[config.mk]
export PLATFORM = sky130hd
export DESIGN_NAME = mqps_out
export DESIGN_NICKNAME = d
export VERILOG_FILES = /design/src/rtl/mqps_pkg.sv /design/src/rtl/mqps_out.sv
export SDC_FILE = /design/constraint.sdc
export NUM_CORES = 1
export LEC_CHECK = 0
export BUFFER_PORTS_ARGS = -buffer_cell sky130_fd_sc_hd__buf_2
export CORE_ASPECT_RATIO = 1.4
export CORE_MARGIN = 3
export CORE_UTILIZATION = 35
export CTS_CLUSTER_DIAMETER = 80
export DETAILED_ROUTE_END_ITERATION = 10
export PLACE_DENSITY_LB_ADDON = 0.2
export SLEW_MARGIN = 15
export SYNTH_ARGS = -nofsm -noshare
export SYNTH_HDL_FRONTEND = slang
export SYNTH_SLANG_ARGS = --single-unit
[constraint.sdc]
create_clock -name clock -period 12.65 [get_ports clock]
set_input_delay 1.265 -clock clock [delete_from_list [all_inputs] [get_ports clock]]
set_output_delay 1.265 -clock clock [all_outputs]
set_load 0.01 [all_outputs]
[src/rtl/mqps_pkg.sv]
package mqps_pkg;

   localparam int NUM_QUEUES_DEF  = 8;
   localparam int STORE_DEPTH_DEF = 64;
   localparam int MAX_RESULTS     = 64;
   localparam int QW   = 3;
   localparam int CW   = 7;
   localparam int IDW  = 31;
   localparam int PRW  = 31;
   localparam int FIFO_DEPTH = 2;

   typedef enum logic [1:0] {
      ACT_ASSIGN  = 2'd0,
      ACT_EXECUTE = 2'd1,
      ACT_MERGE   = 2'd2,
      ACT_NONE    = 2'd3
   } action_type;

   typedef enum logic [2:0] {
      KIND_ASSIGNED = 3'd0,
      KIND_EXECUTED = 3'd1,
      KIND_MERGED   = 3'd2,
      KIND_REFUSED  = 3'd3,
      KIND_FULL     = 3'd4
   } kind_type;

   typedef struct packed {
      logic [1:0]     action;
      logic [QW-1:0]  queue;
      logic [QW-1:0]  other_queue;
      logic [IDW-1:0] task_id;
      logic [PRW-1:0] priority_req;
   } req_type;

   typedef struct packed {
      logic [2:0]     kind;
      logic [QW-1:0]  queue_out;
      logic [CW-1:0]  count;
      logic [IDW-1:0] task_out;
      logic [PRW-1:0] priority_out;
      logic           last;
   } rsp_type;

endpackage

[src/rtl/mqps_out.sv]
module mqps_out (
   input  logic              clock,
   input  logic              reset,
   input  logic              in_valid,
   input  mqps_pkg::rsp_type in_word,
   input  logic              flush,
   output logic              rsp_strobe,
   output mqps_pkg::rsp_type rsp_word
);

   // one-deep hold so the last flag can be set on a pending executed word
   logic              hold_ff;
   mqps_pkg::rsp_type word_ff;
   logic              strobe_ff;
   mqps_pkg::rsp_type out_ff;

   always_ff @(posedge clock) begin
      if (reset) begin
         hold_ff   <= 1'b0;
         strobe_ff <= 1'b0;
      end else begin
         strobe_ff <= 1'b0;
         if (in_valid) begin
            if (hold_ff) begin
               strobe_ff <= 1'b1;
               out_ff    <= word_ff;
            end
            if (in_word.last) begin
               if (!hold_ff) begin
                  strobe_ff <= 1'b1;
                  out_ff    <= in_word;
               end else begin
                  word_ff <= in_word;
               end
               hold_ff <= hold_ff;
            end else begin
               word_ff <= in_word;
               hold_ff <= 1'b1;
            end
         end else if (flush && hold_ff) begin
            strobe_ff    <= 1'b1;
            out_ff       <= word_ff;
            out_ff.last  <= 1'b1;
            hold_ff      <= 1'b0;
         end else if (hold_ff && word_ff.last) begin
            strobe_ff <= 1'b1;
            out_ff    <= word_ff;
            hold_ff   <= 1'b0;
         end
      end
   end

   assign rsp_strobe = strobe_ff;
   assign rsp_word   = out_ff;

endmodule

## Word-level counts from Yosys, hierarchy flattened

Cells that the tools add are included.
W data, S select, Z words.

- Shifts and indexed selects: 0
- Muxes and demuxes: 18
- Add/subtract/negate cells: 0
- Order comparisons: 0
- Multiply operators: 0
- Bitwise gates (word level): 1
- Reduce and logical (&&, ||, !) cells: 6
- Equality and inequality tests: 2
- Divide/modulo/power cells: 0

Operators with widths:

| operator | number |
|---|---|
| $mux W76 | 8 |
| $mux W1 | 10 |
| $reduce_and A2 Y1 | 2 |
| $reduce_and A3 Y1 | 1 |
| $reduce_bool A3 Y1 | 1 |
| $logic_and A1 B1 Y1 | 2 |
| $ne A2 B1 Y1 const B | 1 |
| $ne A2 B2 Y1 const B | 1 |
| $not A1 Y1 | 1 |

- Memories kept: 0
- Input bits: 80
- Logic and storage cells: 41
- Bits in writable memories: 0
- Register bits: 154
- Memory bits (read-only): 0
- Output and inout port bits: 77
- Latch bits: 0

## Logic depth before layout (Yosys ltp)

- Word-level depth: 4
- Gate-level depth with buffers: 6
- Depth with buffers taken out: 3

## Least setup slack after synthesis

OpenSTA, ideal clock, no wires.

- Kind: input-to-reg
- From: input in_word[0] in the netlist's numbering
- To: register word_ff[0] in the netlist's numbering, enable pin
- Stages: 3
- Path buffers: 2
- Data required time: 12.026 ns
- Path slack: 4.788 ns
- Setup time: 0.624 ns
- Data arrival time: 7.237 ns
- Cell sequence: buf_4 > buf_2 > a211oi_1

- Cells in the longest elaborated chain, start to end: 2

Ends and longest elaborated chain:

| item | line | source |
|---|---|---|
| start: declaration | mqps_out.sv:5 | `input mqps_pkg::rsp_type in_word,` |
| $ne A2 B1 Y1 (no source line) | n/a |  |
| $reduce_and A3 Y1 (no source line) | n/a |  |
| end signal: assignment | mqps_out.sv:33 | `word_ff <= in_word;` |
| end signal: assignment | mqps_out.sv:37 | `word_ff <= in_word;` |
| end: declaration | mqps_out.sv:13 | `mqps_pkg::rsp_type word_ff;` |

No other way between the ends.
A chain may end at the register's enable or synchronous reset.

## Final worst setup path

- From: input flush
- To: register out_ff (netlist bit rsp_word[25]), enable pin

- Cells in the longest elaborated chain, start to end: 3

Ends and longest elaborated chain:

| item | line | source |
|---|---|---|
| start: declaration | mqps_out.sv:6 | `input logic flush,` |
| $logic_and A1 B1 Y1 | mqps_out.sv:40 | `end else if (flush && hold_ff) begin` |
| $reduce_bool A3 Y1 (no source line) | n/a |  |
| $reduce_and A2 Y1 (no source line) | n/a |  |
| end signal: assignment | mqps_out.sv:31 | `out_ff <= in_word;` |
| end signal: assignment | mqps_out.sv:42 | `out_ff <= word_ff;` |
| end signal: assignment | mqps_out.sv:47 | `out_ff <= word_ff;` |
| end: declaration | mqps_out.sv:15 | `mqps_pkg::rsp_type out_ff;` |

No other way between the ends.

==> results_dict.tcl <==
set metrics [dict create \
    outcome "finished clean" \
    grt_pass1_wl_um 21000 \
    syn_inst 422 \
    min_path_type "register to register" \
    cp-start-kind "input port" \
    io_pins 157 \
    die_y_um 165 \
    crit_required_ns 12.69 \
    finalSetupViolations 0 \
    synth_ff_type "edfxtp_1" \
    area_growth_pct 23.3 \
    hold_viol_final 0 \
    clock_latency_ns 0.41 \
    avgSynthCellArea_sq_um 15.0 \
    via_per_inst 4.69 \
    synth_top_area_share_pct 72.1 \
    wirelength_um 13500 \
    irDropWorstVdd_uv 72.0 \
    routed.top_layer "met5" \
    ys_types 20 \
    first_pass_iters 4 \
    wl_met3_um 705 \
    antenna_found_initial 1 \
    fmax_mhz 338 \
    cts_tree "built" \
    vias 3865 \
    rsz0062_at_grt "no" \
    wl_per_cell_um 16.4 \
    relSlewSlack_pct 42.0 \
    postCtsHoldBufs 0 \
    setup_tns_ns 0 \
    drc 0 \
    routabilityCongestion 0.734 \
    netlist_area_sq_um 6330 \
    ys_top_cells_by_count "edfxtp_1, nand2_1, mux2i_1" \
    totalPowerFinal_mw 1.19 \
    drive_above_1_share_pct 33.5 \
    ys_seq_area_share_pct 72.7 \
    cts.reportedPaths.clkPinSlew_ns 0.06 \
    placementRows 57 \
    ant_nets 0 \
    initial_utilization_pct 36.1 \
    end_kind "register" \
    cp_max_fo 56 \
    hold_depth 2 \
    grt-ovfl-total 0 \
    synthesis.nets 502 \
    port_buffers 156 \
    wl_met2_um 6510 \
    slew_violations 0 \
    reg2regPathDepth 3 \
    cts_resized 0 \
    dieArea_sq_um 19800 \
    arrival_ns 3.00 \
    routedLengthMet1_um 6100 \
    clock_sinks 154 \
    clockBufferDepth 2 \
    grt_max_degree 92 \
    worst-setup-path-type "input port to register" \
    initialDrtViolationCount 284 \
    grt_pass1_vias 3900 \
    power.leakage_nw 3.12 \
    synth.area.top_cells "edfxtp_1, mux2i_1, nand2_1" \
    die_x_um 120 \
    tightest_slew_ns 0.870 \
    nets 656 \
    yosysTopAreaCell "edfxtp_1" \
    synth_warnings 0 \
    min_period_over_period_pct 23.4 \
    cts-buffers-inserted 17 \
    gr-usage-all-layers_pct 13.7 \
    core_area_sq_um 17500 \
    htreeDepth 4 \
    dp_hpwl_um 8500 \
    root_buffer "clkbuf_16" \
    ys_seq_elements 154 \
    synth_edf_count 152 \
    powerDensity_nw_per_um2 153 \
    async_reset_ff_share_pct 0 \
    final.min_clock_period_ns 2.96 \
    diodes 0 \
    maxCapViolations 0 \
    synth_most_common_cell "edfxtp_1" \
    skew_ns 0.00724 \
    post-cts-setup-buffers 0 \
]
path summary, 6_finish.rpt:
path,from,slack (ns),end
setup / recovery,flush,9.69,rsp_word[25]
hold / removal,word_ff[40],0.52,rsp_word[40]
setup reg to reg,hold_ff,10.26,rsp_word[25]
hold reg to reg,word_ff[40],0.52,rsp_word[40]
flip-flops by register name (all words and copies together) (netlist names), named ones only:
| signal | flops |
|---|---|
| rsp_strobe | 1 |
| hold_ff | 1 |
| word_ff | 76 |
| rsp_word | 73 |
cell usage in the layout (no fill, tap or decap):
master and n:
buf_2 155, edfxtp_1 152, nand2_1 79, mux2i_1 72, o21ai_0 57, clkbuf_16 17
o21ai_1 15, o21ai_2 6, buf_4 6, a21oi_1 4, clkinv_4 3, clkinv_2 3
nor2_1 2, inv_1 2, clkinv_1 2, clkbuf_1 2, bufinv_16 2, dfxtp_1 2
nand2b_4 1, o221ai_1 1, a211oi_4 1, a21oi_4 1, nand2b_1 1, clkinvlp_4 1
inv_6 1
through the flow:
step | hold slack (ns) | cells | setup WS [ns] | utilization [%] | area [sq um]
2_1_floorplan | 0.475 | 422 | 4.79 | - | 6330
3_3_place_gp | 0.500 | 793 | 9.29 | 41.3 | 7250
3_5_place_dp | 0.506 | 793 | 9.22 | 41.3 | 7250
4_1_cts | 0.524 | 824 | 9.66 | 44.5 | 7810
5_1_grt | 0.543 | 824 | 9.53 | 44.5 | 7810
6_report | 0.522 | 824 | 9.69 | 44.5 | 7810
power breakdown:
part,switching [mW],internal [mW]
clock,0.198,0.288
sequential,0.0104,0.594
combinational,0.0616,0.0394
per-layer routing:
| layer | GRT usage, % | vias to the layer above |
|---|---|---|
| met4 | 5.89 | 2 |
| met5 | 0 | - |
| met3 | 3.68 | 16 |
| li1 | - | 1881 |
| met2 | 21.9 | 115 |
| met1 | 17.8 | 1851 |
area by class of cell:
cell class | count | area [sq um]
tap | 236 | 295
clock buffer | 19 | 433
timing repair buffer | 161 | 821
fill | 1665 | 9740
inverter | 2 | 7.51
clock inverter | 12 | 125
multi-input combinational | 240 | 1520
sequential | 154 | 4600
worst max-delay path, stage by stage:
cell and delay (ns):
buf_2 0.11, o21ai_0 0.22, a21oi_4 0.59, buf_4 0.70
logic make-up (layout without fill, tap and decap cells):
kind of cell / count (synthesis) / count (layout) / synth area share [%]
AOI/OAI and AO/OA: 85 / 85 / 7.17
and+or+nand+nor: 83 / 83 / 5.00
DFF: 154 / 154 / 72.7
muxes: 72 / 72 / 11.4
buffers and inverters: 28 / 194 / 3.77
(Power assumes the default switching activity.)
