===== config.mk =====
export PLATFORM = sky130hd
export DESIGN_NAME = mqps_front
export DESIGN_NICKNAME = d
export VERILOG_FILES = /design/src/rtl/mqps_pkg.sv /design/src/rtl/mqps_front.sv
export SDC_FILE = /design/constraint.sdc
export NUM_CORES = 1
export LEC_CHECK = 0
export BUFFER_PORTS_ARGS = -buffer_cell sky130_fd_sc_hd__buf_2
export CAP_MARGIN = 30
export CELL_PAD_IN_SITES_DETAIL_PLACEMENT = 0
export CELL_PAD_IN_SITES_GLOBAL_PLACEMENT = 1
export CORE_UTILIZATION = 47
export DETAILED_ROUTE_END_ITERATION = 12
export GPL_ROUTABILITY_DRIVEN = 0
export PLACE_DENSITY = 0.81
export SLEW_MARGIN = 5
export SYNTH_ARGS = -nofsm -noshare
export SYNTH_HDL_FRONTEND = slang
export SYNTH_SLANG_ARGS = --single-unit

===== constraint.sdc =====
create_clock -name clock -period 7.1 [get_ports clock]
set_input_delay 1.065 -clock clock [delete_from_list [all_inputs] [get_ports clock]]
set_output_delay 1.065 -clock clock [all_outputs]
set_load 0.1 [all_outputs]

===== src/rtl/mqps_pkg.sv =====
package mqps_pkg;

   localparam int NUM_QUEUES_DEF  = 8;
   localparam int STORE_DEPTH_DEF = 64;
   localparam int MAX_RESULTS     = 64;
   localparam int QW   = 3;
   localparam int CW   = 7;
   localparam int IDW  = 31;
   localparam int PRW  = 31;
   localparam int FIFO_DEPTH = 2;

   typedef enum logic [1:0] {
      ACT_ASSIGN  = 2'd0,
      ACT_EXECUTE = 2'd1,
      ACT_MERGE   = 2'd2,
      ACT_NONE    = 2'd3
   } action_type;

   typedef enum logic [2:0] {
      KIND_ASSIGNED = 3'd0,
      KIND_EXECUTED = 3'd1,
      KIND_MERGED   = 3'd2,
      KIND_REFUSED  = 3'd3,
      KIND_FULL     = 3'd4
   } kind_type;

   typedef struct packed {
      logic [1:0]     action;
      logic [QW-1:0]  queue;
      logic [QW-1:0]  other_queue;
      logic [IDW-1:0] task_id;
      logic [PRW-1:0] priority_req;
   } req_type;

   typedef struct packed {
      logic [2:0]     kind;
      logic [QW-1:0]  queue_out;
      logic [CW-1:0]  count;
      logic [IDW-1:0] task_out;
      logic [PRW-1:0] priority_out;
      logic           last;
   } rsp_type;

endpackage


===== src/rtl/mqps_front.sv =====
module mqps_front #(
   parameter int NUM_QUEUES = mqps_pkg::NUM_QUEUES_DEF
) (
   input  logic              clock,
   input  logic              reset,
   input  logic              start,
   output logic              busy,
   input  mqps_pkg::req_type req_word,
   output logic              fifo_valid,
   output mqps_pkg::req_type fifo_word,
   input  logic              fifo_pop
);

   localparam int PW = $clog2(mqps_pkg::FIFO_DEPTH);

   mqps_pkg::req_type    buf_ff [mqps_pkg::FIFO_DEPTH];
   logic [PW-1:0]        wptr_ff, rptr_ff;
   logic [PW:0]          fill_ff;
   logic                 keep;
   logic                 push;

   // drop words that cannot give results or change state
   always_comb begin
      keep = (32'(req_word.queue) < NUM_QUEUES);
      if (req_word.action == mqps_pkg::ACT_NONE) begin
         keep = 1'b0;
      end
      if (req_word.action == mqps_pkg::ACT_MERGE &&
          32'(req_word.other_queue) >= NUM_QUEUES) begin
         keep = 1'b0;
      end
   end

   assign busy       = (fill_ff == (PW+1)'(mqps_pkg::FIFO_DEPTH));
   assign push       = start && !busy && keep;
   assign fifo_valid = (fill_ff != '0);
   assign fifo_word  = buf_ff[rptr_ff];

   always_ff @(posedge clock) begin
      if (reset) begin
         wptr_ff <= '0;
         rptr_ff <= '0;
         fill_ff <= '0;
      end else begin
         if (push) begin
            wptr_ff <= wptr_ff + 1'b1;
         end
         if (fifo_pop) begin
            rptr_ff <= rptr_ff + 1'b1;
         end
         fill_ff <= fill_ff + (PW+1)'(push) - (PW+1)'(fifo_pop);
      end
      if (push) begin
         buf_ff[wptr_ff] <= req_word;
      end
   end

endmodule


# Yosys cells after proc, flatten, opt, wreduce, memory -nomap -nowiden
# Memory sizes are Yosys's and may differ from the RTL's. A register that Yosys moved wholly into a read port is not among the register bits.
# Index checks and enable logic that the tools add are counted.
# word_totals
reg_bits	4
mem_bits_rw	140
inputBits	74
output_inout_bits	72
elab_cells	19
n_memories	1
# memory_table
memory	depth	word_bits	rd	rd_ports_with_merged_regs	wr	line	rtl
buf_ff	2	70	1	1	1	mqps_front.sv:16	mqps_pkg::req_type buf_ff [mqps_pkg::FIFO_DEPTH];
# classes
add_sub_neg	4
n_eq_ne	2
mux	5
n_reduce_logical	4
# ops
operator	n
2-to-1 mux 1 bit	5
equality test 2 bit, second input constant	2
adder 1 bit, second input constant	2
adder 2 x 1 -> 2 bit	1
logical AND 1 bit	2
nonzero test 2 bit	1
subtractor 2 x 1 -> 2 bit	1
zero test 1 bit	1

# Longest topological paths before layout
# logic_depth
depth_word	6
ltp_mapped	8
mapped_depth_nobuf	8

# Worst setup path before layout
# Ideal clock, no wire load.
# synth_path
path_kind	input to register
from	in req_word[68] in the netlist's numbering
to	mem buf_ff[0][0] in the netlist's numbering, enable pin
setup_time_ns	0.498
t_arrival_ns	4.190
required_time_ns	6.602
path_slack_ns	2.412
path_stages	3
n_path_buf	0
path_cell_list	nand2_1 nand3b_4 nor2_1
# synth_between
elab_chain_len	5
# synth_rtl
element	line	rtl
start, declared	mqps_front.sv:8	input mqps_pkg::req_type req_word,
equality test 2 bit	mqps_front.sv:25	if (req_word.action == mqps_pkg::ACT_NONE) begin
2-to-1 mux 1 bit	mqps_front.sv:25	
logical AND 1 bit	mqps_front.sv:35	assign push = start && !busy && keep;
2-to-1 mux 1 bit	mqps_front.sv:53	if (push) begin
2-to-1 mux 1 bit (not written as such)	mqps_front.sv:54	buf_ff[wptr_ff] <= req_word;
end, declared	mqps_front.sv:16	
# Every way passes these cells.

==> load_flow_metrics.sql <==
INSERT INTO impl_metrics (metric_group, metric, value, unit) VALUES
('status', 'outcome', 'finished, final reports clean', ''),
('critical_path', 'timing.reg2reg.worst_path_depth', '4', ''),
('min_path', 'min-delay-path-class', 'register to register', ''),
('critical_path', 'max_stage_delay', '0.55', 'ns'),
('power', 'power_density', '377', 'nW/um^2'),
('layout', 'fillers', '796', ''),
('power', 'total_power', '2.60', 'mW'),
('critical_path', 'r2r_setup_slk', '4.74', 'ns'),
('logic_synthesis', 'synth_compound_gate_area_share', '0', '%'),
('timing', 'fin_worst_hold_slack', '0.514', 'ns'),
('layout', 'final_layout_size_suffix_gt1_share', '60.4', '%'),
('grt', 'grt_max_degree', '71', ''),
('routing', 'detail_route.wl_per_cell', '15.6', 'um'),
('layout', 'layout.nets', '480', ''),
('timing', 'fin_setup_tns', '0', 'ns'),
('logic_synthesis', 'post_synth_main_area_contributors', 'sky130_fd_sc_hd__edfxtp_1 78%, sky130_fd_sc_hd__mux2_2 12%, sky130_fd_sc_hd__mux2_4 3.1%', ''),
('die', 'fp.dieH', '109', 'um'),
('routing', 'final_antenna_net_count', '0', ''),
('logic_synthesis', 'syn_avg_cell_area', '22.0', 'sq um'),
('clock_network', 'cts_buffers', '17', ''),
('logic_synthesis', 'yosys_warnings', '0', ''),
('layout', 'layout.area.seq', '4310', 'sq um'),
('grt', 'gr-usage-all-layers', '15.3', '%'),
('timing', 'setup-violations-final', '0', ''),
('critical_path', 'start_kind', 'register', ''),
('flow_run', 'cap_viol_max_count', '0', ''),
('logic_synthesis', 'synthSimpleGateAreaFrac', '1.65', '%'),
('clock_network', 'path_clk_slew', '0.06', 'ns'),
('die', 'core.rowCount', '38', ''),
('routing', 'route.final.wire_length', '8720', 'um'),
('logic_synthesis', 'synth_cell_type_count', '18', ''),
('clock_network', 'post_cts_hold_buffer_count', '0', ''),
('critical_path', 'timing.critical_path.cells', 'buf_16 -> mux2_2 -> buf_2', ''),
('placement', 'pre_cts_ws', '3.92', 'ns'),
('routing', 'dr.first_iter.drc_count', '84', ''),
('timing', 'finalHoldViolations', '0', ''),
('clock_network', 'cts_num_sinks', '145', ''),
('critical_path', 'path_max_fanout', '50', ''),
('critical_path', 'regToRegEndpoint', 'buf_ff[0][44]', ''),
('logic_synthesis', 'main_combinational_cell_family_by_area_after_synthesis', 'multiplexers', ''),
('die', 'die_area', '11900', 'sq um'),
('logic_synthesis', 'largest_area_contributor_in_the_netlist', 'sky130_fd_sc_hd__edfxtp_1', ''),
('clock_network', 'clock_tree_from_tritoncts', 'done', ''),
('clock_network', 'worst_skew_pair.late_latency', '0.40', 'ns'),
('critical_path', 'critPathArrivalTime', '1.98', 'ns'),
('clock_network', 'cts-htree-levels', '4', ''),
('timing', 'fin_crit', '3.05', 'ns'),
('placement', 'place.detailed.hpwl', '5630', 'um'),
('die', 'io_pins', '146', ''),
('timing', 'worst_slack', '4.05', 'ns'),
('routing', 'vias_per_cell', '4.81', ''),
('logic_synthesis', 'postSynthCellCount', '244', ''),
('grt', 'wire_length_of_the_first_global_routing_pass', '13000', 'um'),
('timing', 'post-route-period-util', '42.9', '%'),
('routing', 'num_vias', '2680', ''),
('timing', 'fin_worst_skew', '0.00871', 'ns'),
('timing', 'timing.final.max_slew_violations', '0', ''),
('logic_synthesis', 'muxShareOfSynthArea', '15.6', '%'),
('placement', 'dp_cells', '523', ''),
('layout', 'antenna_cells_inserted', '0', ''),
('critical_path', 'setup.worst_path.class', 'register to output port', ''),
('clock_network', 'post_cts.repair.setup_buffers', '0', ''),
('logic_synthesis', 'synth_seq_area_share', '80.1', '%'),
('critical_path', 'setup.worst_path.end_class', 'output port', ''),
('power', 'p_leak', '2.63', 'nW'),
('logic_synthesis', 'mappedNetlistNets', '320', ''),
('critical_path', 'worst_r2r_startpoint', 'fill_ff[1]', ''),
('timing', 'grt_setup_unrepaired', 'no', ''),
('layout', 'instances_no_fill', '557', ''),
('logic_synthesis', 'arithmetic_cell_share_of_the_synthesized_area_counting_full_adders_half_adders_and_majority_gates', '0.466', '%'),
('critical_path', 'crit_path_top_delay_cell', 'sky130_fd_sc_hd__dfxtp_4', '');
-- worst max path at each step --
stage / startpoint / endpoint / slack [ns] / depth (start not counted)
after CTS: register / fifo_word[5] / 3.78 / 2
after global placement: req_word[68] / buf_ff[0][29] / 3.95 / 5
after floorplan: req_word[68] / buf_ff[0][0] / 2.41 / 3
after global routing: register / fifo_word[5] / 3.97 / 3
after detailed placement: req_word[68] / buf_ff[1][26] / 3.92 / 5
final: register / fifo_word[7] / 4.05 / 3
-- sequential cells by signal, indices dropped and copies added (netlist names), named ones only --
register,count
wptr_ff,1
buf_ff,140
fill_ff,2
rptr_ff,1
-- metal layers --
layer	vias to the layer above	GRT usage, %	share of wire [%]
li1	1283	-	-
met1	1282	17.6	41
met2	111	25.2	50
met3	4	6.75	8.7
met4	0	5.50	0.61
met5	-	0	0
-- power breakdown --
group | switching (mW) | internal (mW) | leakage (nW)
clock | 0.322 | 0.623 | 0.306
sequential | 0.0213 | 1.02 | 1.33
combinational | 0.501 | 0.119 | 0.987
-- metrics by stage --
step / area, sq um / util (%)
after floorplan: 5370 / -
after global placement: 6220 / 56.6
after detailed placement: 6220 / 56.6
after CTS: 6860 / 62.5
after global routing: 6910 / 62.9
final: 6910 / 62.9
-- worst max-delay path: cells and delay by family (launching register included) --
kind | cells | cell delay (ns)
buffers and inverters | 2 | 0.60
flip-flops | 1 | 0.55
multiplexers | 1 | 0.38
-- final cells by class --
class | instances | area share [%]
Multi-Input combinational cell | 89 | 14.3
Timing Repair Buffer | 149 | 11.4
Sequential cell | 145 | 62.4
Tap cell | 140 | 2.54
Clock inverter | 14 | 3.08
Inverter | 2 | 0.109
Clock buffer | 18 | 6.21
-- cells in the mapped netlist (all sizes together) --
master and count:
buf 8, nor2 7, or2 1, nor3 1
ha 2, dfxtp 5, nand2 1, nand3b 1
edfxtp 140, mux2 71, nor2b 2, inv 2
xnor2 1, and2 1, xor2 1
-- placed cells by master, fill, tap and decap left out, types with 2 or more instances in the layout --
| cell type | n |
|---|---|
| sky130_fd_sc_hd__buf_4 | 2 |
| sky130_fd_sc_hd__clkinvlp_4 | 2 |
| sky130_fd_sc_hd__buf_2 | 145 |
| sky130_fd_sc_hd__clkbuf_16 | 17 |
| sky130_fd_sc_hd__dfxtp_1 | 4 |
| sky130_fd_sc_hd__inv_1 | 2 |
| sky130_fd_sc_hd__mux2_4 | 11 |
| sky130_fd_sc_hd__nor2_4 | 2 |
| sky130_fd_sc_hd__ha_1 | 2 |
| sky130_fd_sc_hd__nor2_1 | 5 |
| sky130_fd_sc_hd__edfxtp_1 | 140 |
| sky130_fd_sc_hd__mux2_1 | 4 |
| sky130_fd_sc_hd__clkinv_1 | 2 |
| sky130_fd_sc_hd__clkinv_4 | 3 |
| sky130_fd_sc_hd__mux2_2 | 56 |
| sky130_fd_sc_hd__bufinv_16 | 5 |
-- logic make-up after synthesis --
kind of cell,after synthesis
flops,145
mux,71
simple gates,14
buf+inv,10
xor+xnor,2
fa+ha+maj,2
(Power assumes the default switching activity.)
